### config.mk
export PLATFORM = sky130hd
export DESIGN_NAME = vrt_ctrl
export DESIGN_NICKNAME = d
export VERILOG_FILES = /design/src/hdl/vrt_pkg.sv /design/src/hdl/vrt_ctrl.sv
export SDC_FILE = /design/constraint.sdc
export NUM_CORES = 1
export LEC_CHECK = 0
export BUFFER_PORTS_ARGS = -buffer_cell sky130_fd_sc_hd__buf_2
export CORE_AREA = 4 4 80 82
export DETAILED_ROUTE_END_ITERATION = 10
export DIE_AREA = 0 0 84 86
export SYNTH_ARGS = -nofsm -noshare
export SYNTH_HDL_FRONTEND = slang
export SYNTH_SLANG_ARGS = --single-unit
### constraint.sdc
create_clock -name clk -period 3.2 [get_ports clk]
set_input_delay 0 -clock clk [delete_from_list [all_inputs] [get_ports clk]]
set_output_delay 0 -clock clk [all_outputs]
set_load 0.005 [all_outputs]
### src/hdl/vrt_pkg.sv
package vrt_pkg;

  localparam int FRAC_BITS_DEF = 16;
  localparam int MAX_VOX_DEF   = 64;

  // register indexes
  localparam logic [1:0] REG_EDGE  = 2'd0;
  localparam logic [1:0] REG_GAP   = 2'd1;
  localparam logic [1:0] REG_LIMIT = 2'd2;

  // setup sequence bounds
  localparam logic [4:0] SQR_LAST   = 5'd2;   // products 0..2: squares
  localparam logic [4:0] PROD_FIRST = 5'd3;   // products 3..18: walk terms
  localparam logic [4:0] PROD_LAST  = 5'd18;
  localparam logic [4:0] DIV_LAST   = 5'd5;   // dividends: o x/y/z, hit x/y/z
  localparam logic [5:0] ROOT_LAST  = 6'd33;  // 34 root digits
  localparam logic [5:0] DIV_FIN    = 6'd32;  // load, 31 digit steps, fix-up

  typedef enum logic [3:0] {
    OP_NONE, OP_LOAD, OP_PREP, OP_MUL, OP_STORE, OP_ROOT, OP_TEND,
    OP_DLOAD, OP_DITER, OP_DFIN, OP_CHECK, OP_PICK, OP_ADV
  } op_t;

  typedef enum logic [1:0] {
    EM_NONE, EM_MID, EM_LAST, EM_EMPTY
  } emit_t;

  typedef struct packed {
    op_t        op;
    logic [4:0] sel;
    emit_t      emit;
    logic       trunc;
  } cmd_t;

  typedef struct packed {
    logic empty;
    logic hit_eq;
    logic slot_free;
    logic adv_stop;
  } sts_t;

endpackage

### src/hdl/vrt_ctrl.sv
module vrt_ctrl import vrt_pkg::*; #(
  parameter int MAX_VOX = MAX_VOX_DEF
) (
  input  logic clk,
  input  logic rst_n,
  input  logic in_tvalid,
  output logic in_tready,
  input  sts_t sts,
  output cmd_t cmd
);

  localparam int CW = $clog2(MAX_VOX + 1);

  typedef enum logic [11:0] {
    S_IDLE  = 12'b000000000001,
    S_PREP  = 12'b000000000010,
    S_SQR   = 12'b000000000100,
    S_ROOT  = 12'b000000001000,
    S_TEND  = 12'b000000010000,
    S_GATE  = 12'b000000100000,
    S_DIV   = 12'b000001000000,
    S_MUL   = 12'b000010000000,
    S_CHECK = 12'b000100000000,
    S_PICK  = 12'b001000000000,
    S_ADV   = 12'b010000000000,
    S_LAST  = 12'b100000000000
  } state_t;

  state_t          state_r, state_nxt;
  logic [4:0]      sel_r, sel_nxt;
  logic [5:0]      cnt_r, cnt_nxt;
  logic            ph_r, ph_nxt;
  logic [CW-1:0]   count_r, count_nxt;
  logic            trunc_r, trunc_nxt;

  assign in_tready = (state_r == S_IDLE);

  always_comb begin
    state_nxt = state_r;
    sel_nxt   = sel_r;
    cnt_nxt   = cnt_r;
    ph_nxt    = ph_r;
    count_nxt = count_r;
    trunc_nxt = trunc_r;
    cmd       = '{op: OP_NONE, sel: sel_r, emit: EM_NONE, trunc: 1'b0};
    case (state_r)
      S_IDLE: begin
        if (in_tvalid) begin
          cmd.op    = OP_LOAD;
          count_nxt = '0;
          trunc_nxt = 1'b0;
          state_nxt = S_PREP;
        end
      end
      S_PREP: begin
        cmd.op    = OP_PREP;
        sel_nxt   = '0;
        ph_nxt    = 1'b0;
        state_nxt = S_SQR;
      end
      S_SQR, S_MUL: begin
        if (!ph_r) begin
          cmd.op = OP_MUL;
          ph_nxt = 1'b1;
        end else begin
          cmd.op = OP_STORE;
          ph_nxt = 1'b0;
          if (state_r == S_SQR && sel_r == SQR_LAST) begin
            cnt_nxt   = '0;
            state_nxt = S_ROOT;
          end else if (state_r == S_MUL && sel_r == PROD_LAST) begin
            state_nxt = S_CHECK;
          end else begin
            sel_nxt = sel_r + 5'd1;
          end
        end
      end
      S_ROOT: begin
        cmd.op = OP_ROOT;
        if (cnt_r == ROOT_LAST) begin
          state_nxt = S_TEND;
        end else begin
          cnt_nxt = cnt_r + 6'd1;
        end
      end
      S_TEND: begin
        cmd.op    = OP_TEND;
        state_nxt = S_GATE;
      end
      S_GATE: begin
        sel_nxt   = '0;
        cnt_nxt   = '0;
        state_nxt = sts.empty ? S_LAST : S_DIV;
      end
      S_DIV: begin
        if (cnt_r == '0) begin
          cmd.op  = OP_DLOAD;
          cnt_nxt = cnt_r + 6'd1;
        end else if (cnt_r == DIV_FIN) begin
          cmd.op  = OP_DFIN;
          cnt_nxt = '0;
          if (sel_r == DIV_LAST) begin
            sel_nxt   = PROD_FIRST;
            ph_nxt    = 1'b0;
            state_nxt = S_MUL;
          end else begin
            sel_nxt = sel_r + 5'd1;
          end
        end else begin
          cmd.op  = OP_DITER;
          cnt_nxt = cnt_r + 6'd1;
        end
      end
      S_CHECK: begin
        if (sts.hit_eq) begin
          state_nxt = S_LAST;
        end else if (count_r == CW'(MAX_VOX)) begin
          trunc_nxt = 1'b1;
          state_nxt = S_LAST;
        end else if (count_r == '0 || sts.slot_free) begin
          cmd.op    = OP_CHECK;
          cmd.emit  = (count_r == '0) ? EM_NONE : EM_MID;
          count_nxt = count_r + CW'(1);
          state_nxt = S_PICK;
        end
      end
      S_PICK: begin
        cmd.op    = OP_PICK;
        state_nxt = S_ADV;
      end
      S_ADV: begin
        if (sts.adv_stop) begin
          state_nxt = S_LAST;
        end else begin
          cmd.op    = OP_ADV;
          state_nxt = S_CHECK;
        end
      end
      S_LAST: begin
        if (sts.slot_free) begin
          cmd.emit  = (count_r == '0) ? EM_EMPTY : EM_LAST;
          cmd.trunc = trunc_r;
          state_nxt = S_IDLE;
        end
      end
      default: state_nxt = S_IDLE;
    endcase
  end

  always_ff @(posedge clk) begin
    if (!rst_n) begin
      state_r <= S_IDLE;
      sel_r   <= '0;
      cnt_r   <= '0;
      ph_r    <= 1'b0;
      count_r <= '0;
      trunc_r <= 1'b0;
    end else begin
      state_r <= state_nxt;
      sel_r   <= sel_nxt;
      cnt_r   <= cnt_nxt;
      ph_r    <= ph_nxt;
      count_r <= count_nxt;
      trunc_r <= trunc_nxt;
    end
  end

`ifndef NO_ASSERTIONS
  a_emit_room: assert property (@(posedge clk) disable iff (!rst_n)
    cmd.emit != EM_NONE |-> sts.slot_free) else $error("emit into full output");
  a_last_has_voxel: assert property (@(posedge clk) disable iff (!rst_n)
    cmd.emit == EM_LAST |-> count_r != '0) else $error("last voxel without voxel");
  a_empty_no_voxel: assert property (@(posedge clk) disable iff (!rst_n)
    cmd.emit == EM_EMPTY |-> count_r == '0) else $error("empty after voxels");
  a_count_cap: assert property (@(posedge clk) disable iff (!rst_n)
    count_r <= CW'(MAX_VOX)) else $error("voxel count past cap");
`endif

endmodule

==> metrics.txt <==
Worst-path clk slew=0.08 ns; GR peak layer=met2; worst slew pin tran=0.6124 ns; Hold Crit Depth=4; DRT antenna net count=0; vias in the first global route=1,930; gr ovfl total=0; cell row count=28; Fin. Hold Viols=0; WP buf/inv=1; CP endpoint kind=flop; synthesized netlist cell count=278; RSZ-0062 raised after global routing=false; GRT met1 Usage=0.2425; core area=0.005746 sq mm; placed insts=364; Synth top area share=0.2878; TritonCTS clock tree=built; Hold Path Sink=state_r[6]; mux share of post-synthesis cell area=0.009556; outcome=complete, no violations; Crit path max-delay family=compound AO/OA/AOI/OAI gates; IO buf count=19; Worst VDD drop=0.0001961 V; crit path cell chain=inv_1 > ha_1 > or4b_1 > nor2_1 > o31ai_1 > a211o_2 > o41ai_4 > o21ba_2; synth warn=0; pin count of the biggest net entering global routing=13; via-per-instance ratio=5.777; Final Max Tran Viols=0; Fill cells=615; wire length per cell=15.63 microns; MaxCap Viol Count=0; CP max FO=7; Final period util=0.8369; Nets=311; post-synth top area cell=dfxtp_1; FF-to-FF Start=count_r[0]; hold_buf cts=0; Cell Pwr Density=387.3 mW/mm^2; synthesis-stage register bit count=32; HP Class=input pin to flop; layout cells sized above 1=0.1616; All-Layer GR Usage=0.1662; Simple-Gate Fraction of Synth Area=0.3390; CP Data Arrival Time=2.87 ns; CTS buffer count=5; largest family of logic cells by synthesized area=simple AND/OR/NAND/NOR gates; GRT met2 Usage=0.2495; top cells by area, synth=dfxtp_1 29%, nor2_1 5.4%, ha_1 4.5%; Worst Setup SP=count_r[0]; post-detail-place hpwl=4405 microns; syn nets=293; Sink Count=32; CTS resizes=0; Post-Syn Area=0.002226 sq mm; DRT Wirelength=5813 microns; Post-Synth XOR/XNOR Area=0.05509; R2R depth=8; DRT iter0 DRCs=285; Fin Setup TNS=0 ns; register area share after synthesis=0.2878; Avg Inst Size Synth=8.007 sq um; synth unique cells=58; Worst R2R Setup Slack=0.52 ns; clk_skew=0.01221 ns; adder-cell share of the synthesized area=0.04497; antenna diode instance count=0; root buf cell=clkbuf_8; H-tree depth=2; die width=84 microns; drt first pass iters=4; via count=2,149; die area=0.007224 sq mm; Final setup viols=0; Synth Area in Compound Gates=0.2119; routability cong.=0.9147; crit start category=flop; cell leakage power=0.0009109 uW; WS Path Type=flop to flop; Starting Density=0.3874; Critical Path RT=3.39 ns; IO Pins=20; fin crit period=2.678 ns; met3 usage in global routing=0.02786; Layout area overhead=11.47%; Worst slew margin=0.5880; FF-to-FF End=state_r[8]; ys flop type=dfxtp_1; global-route wire length before repair=9687 microns; Post-synth EDFFs=0; Post-CTS Setup Inserts=0; Fmax=0.3734 GHz; Worst Min Path Start=sts[3]; DRC violations left=0; Crit path largest cell delay=0.51 ns; Critical-path top delay cell=o41ai_4; CTS Buffer Depth=2; Layout Cells excl Fill=372; initial antenna violation count=0; die height=86 microns; Synth async-reset ratio=0; Clk Latency, worst-skew pair=0.29 ns
-- through the flow --
step           hold slack (ns)  area, sq um  utilization  worst slack [ns]  total power, uW
3_5_place_dp            0.3123         2394       0.4166            0.5346            648.5
2_1_floorplan           0.1103         2226            -            0.7719            583.4
5_1_grt                0.01645         2481       0.4318            0.3402             1008
3_3_place_gp            0.3028         2394       0.4166            0.6486            650.7
4_1_cts               0.005000         2481       0.4318            0.5228            965.2
6_report              0.008426         2481       0.4318            0.5218            961.1
-- layout by cell type (no fill, tap or decap), types with 8 or more instances in the layout --
cell type,instances
nand4_1,12
a21oi_1,13
nand2_1,19
ha_1,8
buf_2,19
nor3_1,8
nor2_1,32
inv_1,13
nor4_1,9
dfxtp_1,32
nand3_1,9
xnor2_1,8
o21ai_0,14
-- cell type report --
cell class | instances | area [sq um] | area share
multi-input combinational | 219 | 1470 | 0.5925
sequential | 32 | 640.6 | 0.2582
timing repair buffer | 25 | 140.1 | 0.05648
tap | 75 | 93.84 | 0.03782
clock buffer | 5 | 68.82 | 0.02774
inverter | 13 | 48.80 | 0.01967
clock inverter | 3 | 18.77 | 0.007564
-- layer usage --
layer,share of wire,vias to the layer above
met4,0.013,0
met2,0.43,62
li1,-,1077
met3,0.047,8
met5,0,-
met1,0.51,1002
-- worst min-delay path: stages --
cell and delay [ns]:
buf_2 0.09, nor2_1 0.04, nor2_1 0.08, nor2_1 0.04
-- synth_stat cells (all sizes together), types with 3 or more instances --
cell type  count
a21oi         13
and3           3
or3            3
o22ai          3
nand4         12
buf            6
nor4          11
nor3           9
nor2b          4
dfxtp         32
nor2          32
nor4b          3
clkbuf         8
or4            4
nand2b         3
xnor2          8
nand3          9
a21boi         3
o2111ai        3
inv           13
ha             8
a31oi          3
and2           3
a211oi         5
a311oi         3
nand2         20
nand4b         6
o21ai         14
xor2           6
-- worst max path at each step --
stage            endpoint  depth (start not counted)
6_report       state_r[8]                          8
5_1_grt        state_r[8]                          8
4_1_cts        state_r[8]                          8
3_5_place_dp   state_r[8]                          8
3_3_place_gp   state_r[8]                          8
2_1_floorplan  state_r[8]                          8
-- kinds of logic after synthesis --
family / after synthesis
buffers and inverters: 27
AO/OA/AOI/OAI: 64
adder cells (fa/ha/maj): 8
XOR/XNOR: 14
flip-flops: 32
AND/OR/NAND/NOR: 131
multiplexers: 2
-- state kept, by name (all words and copies together) (netlist names) --
register and count:
sel_r 5, state_r 12, trunc_r 1, ph_r 1, count_r 7, cnt_r 6
-- where the power goes --
group          switching, uW  leakage (uW)  internal (uW)
logic                    127      0.000605           78.9
registers               28.3      0.000258            408
clock network            167     0.0000479            152
Note: power is estimated with default switching activity, not from simulation.
